`src/rtl/floppy_disk_controller_assert.svh`:
```
// Assertion macros for the controller RTL, used by fdc_back.
`ifndef FLOPPY_DISK_CONTROLLER_ASSERT_SVH
`define FLOPPY_DISK_CONTROLLER_ASSERT_SVH

// Same-cycle implication, checked outside reset.
`define FDC_ASSERT_IMP(label, ante, cons) \
    label: assert property (@(posedge clk) disable iff (!rst_n) (ante) |-> (cons)) \
        else $error("fdc assertion failed");

// Next-cycle implication, checked outside reset.
`define FDC_ASSERT_NXT(label, ante, cons) \
    label: assert property (@(posedge clk) disable iff (!rst_n) (ante) |=> (cons)) \
        else $error("fdc assertion failed");

`endif

```
`src/rtl/fdc_pkg.sv`:
```
// Types, constants and codes shared by the floppy disk controller modules.
package fdc_pkg;

    localparam int IMAGE_AW     = 19;          // byte address bits inside one image
    localparam int SECT_AW      = 9;           // byte address bits inside one sector
    localparam int SECT_IDX_W   = IMAGE_AW - SECT_AW;
    localparam int DISK_AW      = IMAGE_AW + 1; // two drives
    localparam int CNT_W        = SECT_AW + 1;
    localparam logic [CNT_W-1:0] SECTOR_BYTES = CNT_W'(512);
    localparam logic [CNT_W-1:0] ID_BYTES     = CNT_W'(6);
    localparam logic [7:0] TRACK_LAST   = 8'd39;
    localparam logic [7:0] SECT_PER_TRK = 8'd10;
    localparam logic [7:0] SIZE_CODE    = 8'd2;

    // Status bits
    localparam logic [7:0] ST_BUSY      = 8'h01;
    localparam logic [7:0] ST_DRQ       = 8'h02;
    localparam logic [7:0] ST_INDEX     = 8'h02;
    localparam logic [7:0] ST_TRACK0    = 8'h04;
    localparam logic [7:0] ST_NOT_READY = 8'h80;

    // Item modes
    localparam logic [2:0] MODE_BUS_RD  = 3'd0;
    localparam logic [2:0] MODE_BUS_WR  = 3'd1;
    localparam logic [2:0] MODE_PORT    = 3'd2;
    localparam logic [2:0] MODE_TICK    = 3'd3;
    localparam logic [2:0] MODE_LOAD    = 3'd4;
    localparam logic [2:0] MODE_CLR     = 3'd5;

    // Register selects
    localparam logic [1:0] REG_STATUS   = 2'd0;
    localparam logic [1:0] REG_TRACK    = 2'd1;
    localparam logic [1:0] REG_SECTOR   = 2'd2;
    localparam logic [1:0] REG_DATA     = 2'd3;

    // Configuration register indexes
    localparam logic CFG_FIRST_SIDES  = 1'b0;
    localparam logic CFG_SECOND_SIDES = 1'b1;

    // Command opcode nibbles
    localparam logic [3:0] OP_RESTORE  = 4'h0;
    localparam logic [3:0] OP_STEP_A   = 4'h2;
    localparam logic [3:0] OP_STEP_B   = 4'h3;
    localparam logic [3:0] OP_IN_A     = 4'h4;
    localparam logic [3:0] OP_IN_B     = 4'h5;
    localparam logic [3:0] OP_OUT_A    = 4'h6;
    localparam logic [3:0] OP_OUT_B    = 4'h7;
    localparam logic [3:0] OP_READ_A   = 4'h8;
    localparam logic [3:0] OP_READ_B   = 4'h9;
    localparam logic [3:0] OP_WRITE_A  = 4'hA;
    localparam logic [3:0] OP_WRITE_B  = 4'hB;
    localparam logic [3:0] OP_READ_ID  = 4'hC;

    typedef struct packed {
        logic [2:0]          mode;
        logic [1:0]          reg_sel;
        logic [7:0]          wdata;
        logic                load_drive;
        logic [IMAGE_AW-1:0] load_addr;
    } in_item_t;

    typedef struct packed {
        logic [7:0] read_data;
        logic       interrupt_request;
    } out_item_t;

    typedef struct packed {
        logic [1:0] first_sides;
        logic [1:0] second_sides;
    } sides_cfg_t;

    // Item class decided by the front end
    typedef enum logic [3:0] {
        CL_NOP, CL_RD_STATUS, CL_RD_TRACK, CL_RD_SECTOR, CL_RD_DATA,
        CL_WR_CMD, CL_WR_TRACK, CL_WR_SECTOR, CL_WR_DATA,
        CL_PORT, CL_TICK, CL_LOAD, CL_CLR
    } cls_t;

    typedef struct packed {
        cls_t     cls;
        in_item_t item;
    } q_entry_t;

    typedef struct packed {
        logic     valid;
        q_entry_t entry;
    } q_beat_t;

endpackage

```
`src/rtl/fdc_front.sv`:
```
// Front end: accepts items, classifies them and queues them for the back end.
module fdc_front (
    input  logic              clk,
    input  logic              rst_n,
    input  logic              start,
    output logic              busy,
    input  fdc_pkg::in_item_t item,
    input  logic              pop,
    input  logic              done,
    output fdc_pkg::q_beat_t  qout
);

    fdc_pkg::q_entry_t q_mem [2];
    logic       wr_ptr_reg, wr_ptr_next;
    logic       rd_ptr_reg, rd_ptr_next;
    logic [1:0] count_reg, count_next;
    logic       pending_reg, pending_next;
    logic       accept;
    fdc_pkg::cls_t cls;

    assign busy   = pending_reg;
    assign accept = start & ~pending_reg;

    // Classify the incoming beat
    always_comb
    begin
        cls = fdc_pkg::CL_NOP;
        case (item.mode)
            fdc_pkg::MODE_BUS_RD:
            begin
                case (item.reg_sel)
                    fdc_pkg::REG_STATUS: cls = fdc_pkg::CL_RD_STATUS;
                    fdc_pkg::REG_TRACK:  cls = fdc_pkg::CL_RD_TRACK;
                    fdc_pkg::REG_SECTOR: cls = fdc_pkg::CL_RD_SECTOR;
                    default:             cls = fdc_pkg::CL_RD_DATA;
                endcase
            end
            fdc_pkg::MODE_BUS_WR:
            begin
                case (item.reg_sel)
                    fdc_pkg::REG_STATUS: cls = fdc_pkg::CL_WR_CMD;
                    fdc_pkg::REG_TRACK:  cls = fdc_pkg::CL_WR_TRACK;
                    fdc_pkg::REG_SECTOR: cls = fdc_pkg::CL_WR_SECTOR;
                    default:             cls = fdc_pkg::CL_WR_DATA;
                endcase
            end
            fdc_pkg::MODE_PORT: cls = fdc_pkg::CL_PORT;
            fdc_pkg::MODE_TICK: cls = fdc_pkg::CL_TICK;
            fdc_pkg::MODE_LOAD: cls = fdc_pkg::CL_LOAD;
            fdc_pkg::MODE_CLR:  cls = fdc_pkg::CL_CLR;
            default:            cls = fdc_pkg::CL_NOP;
        endcase
    end

    // Queue pointers and in-flight flag
    always_comb
    begin
        wr_ptr_next  = wr_ptr_reg;
        rd_ptr_next  = rd_ptr_reg;
        count_next   = count_reg;
        pending_next = pending_reg;
        if (accept)
        begin
            wr_ptr_next  = ~wr_ptr_reg;
            pending_next = 1'b1;
        end
        if (done)
        begin
            pending_next = 1'b0;
        end
        if (pop)
        begin
            rd_ptr_next = ~rd_ptr_reg;
        end
        count_next = count_reg + 2'(accept) - 2'(pop);
    end

    always_ff @(posedge clk or negedge rst_n)
    begin
        if (!rst_n)
        begin
            wr_ptr_reg  <= 1'b0;
            rd_ptr_reg  <= 1'b0;
            count_reg   <= 2'd0;
            pending_reg <= 1'b0;
        end
        else
        begin
            wr_ptr_reg  <= wr_ptr_next;
            rd_ptr_reg  <= rd_ptr_next;
            count_reg   <= count_next;
            pending_reg <= pending_next;
        end
    end

    // Queue storage
    always_ff @(posedge clk)
    begin
        if (accept)
        begin
            q_mem[wr_ptr_reg] <= '{cls: cls, item: item};
        end
    end

    assign qout.valid = (count_reg != 2'd0);
    assign qout.entry = q_mem[rd_ptr_reg];

endmodule

```
`config.mk`:
```
export PLATFORM = sky130hd
export DESIGN_NAME = fdc_front
export DESIGN_NICKNAME = d
export VERILOG_FILES = /design/src/rtl/floppy_disk_controller_assert.svh /design/src/rtl/fdc_pkg.sv /design/src/rtl/fdc_front.sv
export SDC_FILE = /design/constraint.sdc
export NUM_CORES = 1
export LEC_CHECK = 0
export BUFFER_PORTS_ARGS = -buffer_cell sky130_fd_sc_hd__buf_2
export CAP_MARGIN = 20
export CORE_ASPECT_RATIO = 1.2
export CORE_UTILIZATION = 56
export DETAILED_ROUTE_END_ITERATION = 10
export GPL_TIMING_DRIVEN = 0
export PLACE_DENSITY_LB_ADDON = 0.05
export RECOVER_POWER = 25
export SYNTH_ARGS = -nofsm -noshare
export SYNTH_HDL_FRONTEND = slang
export SYNTH_SLANG_ARGS = --single-unit
```
`constraint.sdc`:
```
create_clock -name clk -period 8.3 [get_ports clk]
set_clock_uncertainty 0.1 [all_clocks]
set_input_delay 1.245 -clock clk [delete_from_list [all_inputs] [get_ports clk]]
set_output_delay 1.245 -clock clk [all_outputs]
set_load 0.005 [all_outputs]
```
==> results.cfg, run 1 <==
[outcome]
status = finished clean

[cells_and_area]
area_delta_synth_final_pct = 22.3
antenna_cells = 0
fillers = 351
drive_gt1_share_pct = 51.0
largest_register_ffs = 74
num-nets-final = 283

[yosys]
synth_compound_area_share_pct = 1.09
syn_area_um2 = 3090
synth_edf_count = 74
synth_warnings = 0
synth.most_common_cell = edfxtp_1
synth_xor_area_share_pct = 1.42
avgSynthCellArea_um2 = 20.5
synthTopCellsByCount = edfxtp_1, mux2_4, mux2_2, nor2_1
synth_flop_cell = edfxtp_1
synth_fa_ha_area_share_pct = 2.02
ys_types = 19
async_flop_share_pct = 6.33
synth_top_area_share_pct = 71.9
ys_ff_latch = 79
synth_nets = 194
yosys.area.top_type = edfxtp_1
yosys.area_share.simple_pct = 1.86
synth_seq_area_share_pct = 76.0
netlist_top_cells_area = edfxtp_1, mux2_4, mux2_2, dfrtp_1, ha_1
synth_top_family_by_area = multiplexers
synth.mux.area_fraction_pct = 15.9
synthCells = 151

[placement]
hpwl_mm = 3.40
gp_congestion = 0.723
dp_slack_ps = 5690
numPortBuffers = 76

[timing]
rsz0062_at_grt = false
tns_ps = 0
fmaxAchievable_ghz = 0.352
slew_headroom_pct = 71.3
fin_crit_ps = 2840
tightest_slew_ps = 430
slew_violations = 0
hold_viol_final = 0
period_share_pct = 34.2
finalWorstSetupSlack_ps = 5460
setup-violations-final = 0

[die]
dieArea_um2 = 5820
coreArea_um2 = 5300
chipWidth_um = 69.8
initial_core_util_pct = 58.3
rows = 29
io-pin-count = 77
die_h_um = 83.4

[hold_path]
hold_path_class = reg -> reg

[power_and_ir_drop]
peakVddDrop_mv = 0.258
leakagePower_nw = 1.49
p_per_area_nw_per_um2 = 296

[setup_path]
required_ps = 6950
endpoint_kind = output port
crit_type = reg -> out
critPathLaunchType = flip-flop
cp_max_fo = 10
cp.arrival_ps = 1500

[detailed_routing]
vias_per_cell = 5.17
drcViolationCount = 0
wire_per_inst_um = 15.7
drtAntennaViolNets = 0
routed_wl_mm = 4.82
dr.first_iter.drc_count = 45
num_vias = 1587
first_pass_iters = 4

[clock_network]
insertion_delay_ps = 340
numCtsBuffers = 9
clkTransAtPathRegs_ps = 80
cts_hold_buf = 0
cts_setup_buffers = 0
cts_tree = done
cts.repair.resized = 0
cts.sinks = 79
h-tree-depth = 3
cts_root_buf = clkbuf_8
clockBufferDepth = 2

[global_route]
track_usage_pct = 18.4
antenna_found_initial = 0
grt_pass1_vias = 1694
grt_pass1_wl_mm = 7.92
gr-total-overflow = 0
grt_max_degree = 27

[job]
drv_cap = 0
[cell usage in the layout (no fill, tap or decap), types with 3 or more instances in the layout]
cell type   n
clkbuf_1   12
clkbuf_8    9
buf_2      67
xnor2_1     4
buf_6       3
nor2_1      4
edfxtp_1   74
clkinv_2    3
mux2_4     20
dfrtp_1     5
inv_1       4
ha_1        5
mux2_2     17
[report_power, final]
part / internal [mW] / switching [mW] / total, mW
sequential: 0.507 / 0.0197 / 0.526
combinational: 0.188 / 0.144 / 0.331
clock: 0.137 / 0.126 / 0.262
[critical path, stage by stage, from the launching register on]
cell     delay [ps]
dfrtp_1         360
buf_6           160
buf_6           190
mux2_4          310
buf_2           130
[metrics by stage]
stage	hold slack, ps	instance area (um^2)	utilization, %	power [mW]	cells
after floorplan	338	3090	-	0.745	151
after global placement	353	3550	67.0	0.846	289
after detailed placement	376	3610	68.2	0.874	291
after CTS	394	3790	71.6	1.13	307
after global routing	425	3780	71.3	1.17	307
final	388	3780	71.3	1.12	307
[final cells by class]
| cell class | count | area, um^2 | area share, % |
|---|---|---|---|
| Sequential cell | 79 | 2350 | 62.1 |
| Multi-Input combinational cell | 64 | 704 | 18.6 |
| Timing Repair Buffer | 78 | 415 | 11.0 |
| Clock buffer | 11 | 131 | 3.48 |
| Tap cell | 62 | 77.6 | 2.05 |
| Clock inverter | 5 | 48.8 | 1.29 |
| Buffer | 4 | 38.8 | 1.03 |
| Inverter | 4 | 15.0 | 0.397 |
[cell families after synthesis]
logic type,count (synthesis)
flops,79
mux,37
simple gates,12
buf+inv,8
compound gates,5
xor+xnor,5
fa+ha+maj,5
[routing by layer]
layer  GRT usage (%)  share of wire [%]  wire, um  vias to the layer above
li1                -                  -         -                      757
met1            20.2                 38      1830                      760
met2            31.6                 54      2620                       56
met3            3.76                4.2       202                       14
met4            12.7                3.4       166                        0
met5               0                  0         0                        -
[worst paths after layout]
check | endpoint | cells after the start | startpoint | slack (ps)
worst min-delay path | count_reg[1]$_DFF_PN0_ | 1 | count_reg[1]$_DFF_PN0_ | 390
worst min register to register | count_reg[1]$_DFF_PN0_ | 1 | count_reg[1]$_DFF_PN0_ | 390
worst max-delay path | qout[26] | 4 | rd_ptr_reg$_DFFE_PN0P_ | 5460
min in group asynchronous | rd_ptr_reg$_DFFE_PN0P_ | 1 | rst_n | 650
worst max register to register | q_mem[0][36]$_DFFE_PP_ | 3 | busy$_DFFE_PN0P_ | 6570
max in group asynchronous | count_reg[1]$_DFF_PN0_ | 1 | rst_n | 7230
Power figures use the tool's default switching activity.
==> inputs of run 2 (changes only) <==
--- a/config.mk
+++ b/config.mk
@@ -8,7 +8,7 @@
 export BUFFER_PORTS_ARGS = -buffer_cell sky130_fd_sc_hd__buf_2
 export CAP_MARGIN = 20
 export CORE_ASPECT_RATIO = 1.2
-export CORE_UTILIZATION = 56
+export CORE_UTILIZATION = 52
 export DETAILED_ROUTE_END_ITERATION = 10
 export GPL_TIMING_DRIVEN = 0
 export PLACE_DENSITY_LB_ADDON = 0.05
==> constraint.sdc (replaced) <==
create_clock -name clk -period 2.8 [get_ports clk]
set_clock_uncertainty 0.1 [all_clocks]
set_input_delay 0.42 -clock clk [delete_from_list [all_inputs] [get_ports clk]]
set_output_delay 0.42 -clock clk [all_outputs]
set_load 0.005 [all_outputs]
==> run 2 against run 1 <==
Cell area rose by 1.9%. First-iteration DRC count rose by 53%. Register-to-register slack worse by 5500 ps. Combinational power grew to 2.9 times the previous value. Critical endpoint is now qout[25].
==> results.cfg, run 2 (same netlist as run 1, synthesis figures left out) <==
[outcome]
status = finished clean

[global_route]
gr-total-overflow = 0
grt_max_degree = 34
track_usage_pct = 16.5
grt_pass1_wl_mm = 7.45
antenna_found_initial = 0
grt_pass1_vias = 1697

[clock_network]
numCtsBuffers = 9
insertion_delay_ps = 330
clkTransAtPathRegs_ps = 70
cts.sinks = 79
clockBufferDepth = 2
cts_hold_buf = 1
cts_tree = done
cts_setup_buffers = 0
cts_root_buf = clkbuf_8
cts.repair.resized = 0
h-tree-depth = 3

[die]
die_h_um = 86.5
initial_core_util_pct = 54.2
dieArea_um2 = 6260
rows = 30
chipWidth_um = 72.4
io-pin-count = 77
coreArea_um2 = 5710

[setup_path]
cp_max_fo = 10
critPathLaunchType = flip-flop
crit_type = reg -> out
cp.arrival_ps = 1480
required_ps = 2280
endpoint_kind = output port
r2r_cells = 6

[cells_and_area]
antenna_cells = 0
area_delta_synth_final_pct = 24.6
register_area_um2 = 2350
num-nets-final = 284
most-common-layout-cells = edfxtp_1, buf_2, mux2_4
fillers = 427
drive_gt1_share_pct = 52.0
fin_cells = 326
mostFrequentLayoutCell = edfxtp_1
multi_input_area_um2 = 704
largest_register_ffs = 74

[detailed_routing]
drtAntennaViolNets = 0
vias_per_cell = 4.87
first_pass_iters = 4
num_vias = 1587
wire_per_inst_um = 14.6
drcViolationCount = 0
routed_wl_mm = 4.77
dr.first_iter.drc_count = 69

[placement]
dp_cells = 309
dp_slack_ps = 1050
gp_congestion = 0.708
hpwl_mm = 3.30
numPortBuffers = 76

[timing]
rsz0062_at_grt = false
hold_viol_final = 0
finalWorstSetupSlack_ps = 802
fin_crit_ps = 2000
tightest_slew_ps = 307
tns_ps = 0
slew_violations = 0
slew_headroom_pct = 79.5
setup-violations-final = 0
fmaxAchievable_ghz = 0.501
period_share_pct = 71.3
hold-worst-slack_ps = 133

[hold_path]
hold_path_class = in -> reg
whs_path_depth = 2

[job]
drv_cap = 0

[power_and_ir_drop]
p_per_area_nw_per_um2 = 892
leakagePower_nw = 1.51
total_power_mw = 3.43
peakVddDrop_mv = 0.506
==> run 2: worst paths after layout <==
kind                                        startpoint                     end  slack, ps
worst min register to register  count_reg[1]$_DFF_PN0_  count_reg[1]$_DFF_PN0_        390
worst max-delay path            rd_ptr_reg$_DFFE_PN0P_                qout[25]        800
max in group asynchronous                        rst_n        busy$_DFFE_PN0P_       2130
worst min-delay path                              done        busy$_DFFE_PN0P_        130
worst max register to register        busy$_DFFE_PN0P_  count_reg[1]$_DFF_PN0_       1080
min in group asynchronous                        rst_n  count_reg[0]$_DFF_PN0_        330
==> run 2: through the flow <==
step | util [%] | instance area, um^2
after floorplan | - | 3090
after global placement | 62.6 | 3570
after detailed placement | 63.6 | 3630
after CTS | 67.7 | 3860
after global routing | 67.5 | 3850
final | 67.5 | 3850
==> run 2: report_power, final <==
part | switching [mW] | internal, mW
sequential | 0.0583 | 1.50
clock | 0.368 | 0.532
combinational | 0.421 | 0.553
total | 0.847 | 2.59
==> run 2: critical path, cell delays in order (launching register included) <==
cell	delay, ps
dfrtp_1	350
buf_6	160
buf_6	190
mux2_4	310
buf_2	130
==> run 2: final cells by class <==
type | instances | share of cell area (%)
Sequential cell | 79 | 60.9
Inverter | 4 | 0.390
Buffer | 4 | 1.01
Tap cell | 80 | 2.60
Multi-Input combinational cell | 64 | 18.3
Timing Repair Buffer | 79 | 10.9
Clock inverter | 2 | 0.910
Clock buffer | 14 | 5.00
==> run 2: per-layer routing <==
layer	global-route usage, %	vias up	wire, um
met4	9.45	0	98
met3	4.19	9	231
met2	31.2	49	2770
met5	0	-	0
met1	15.9	765	1670
li1	-	764	-
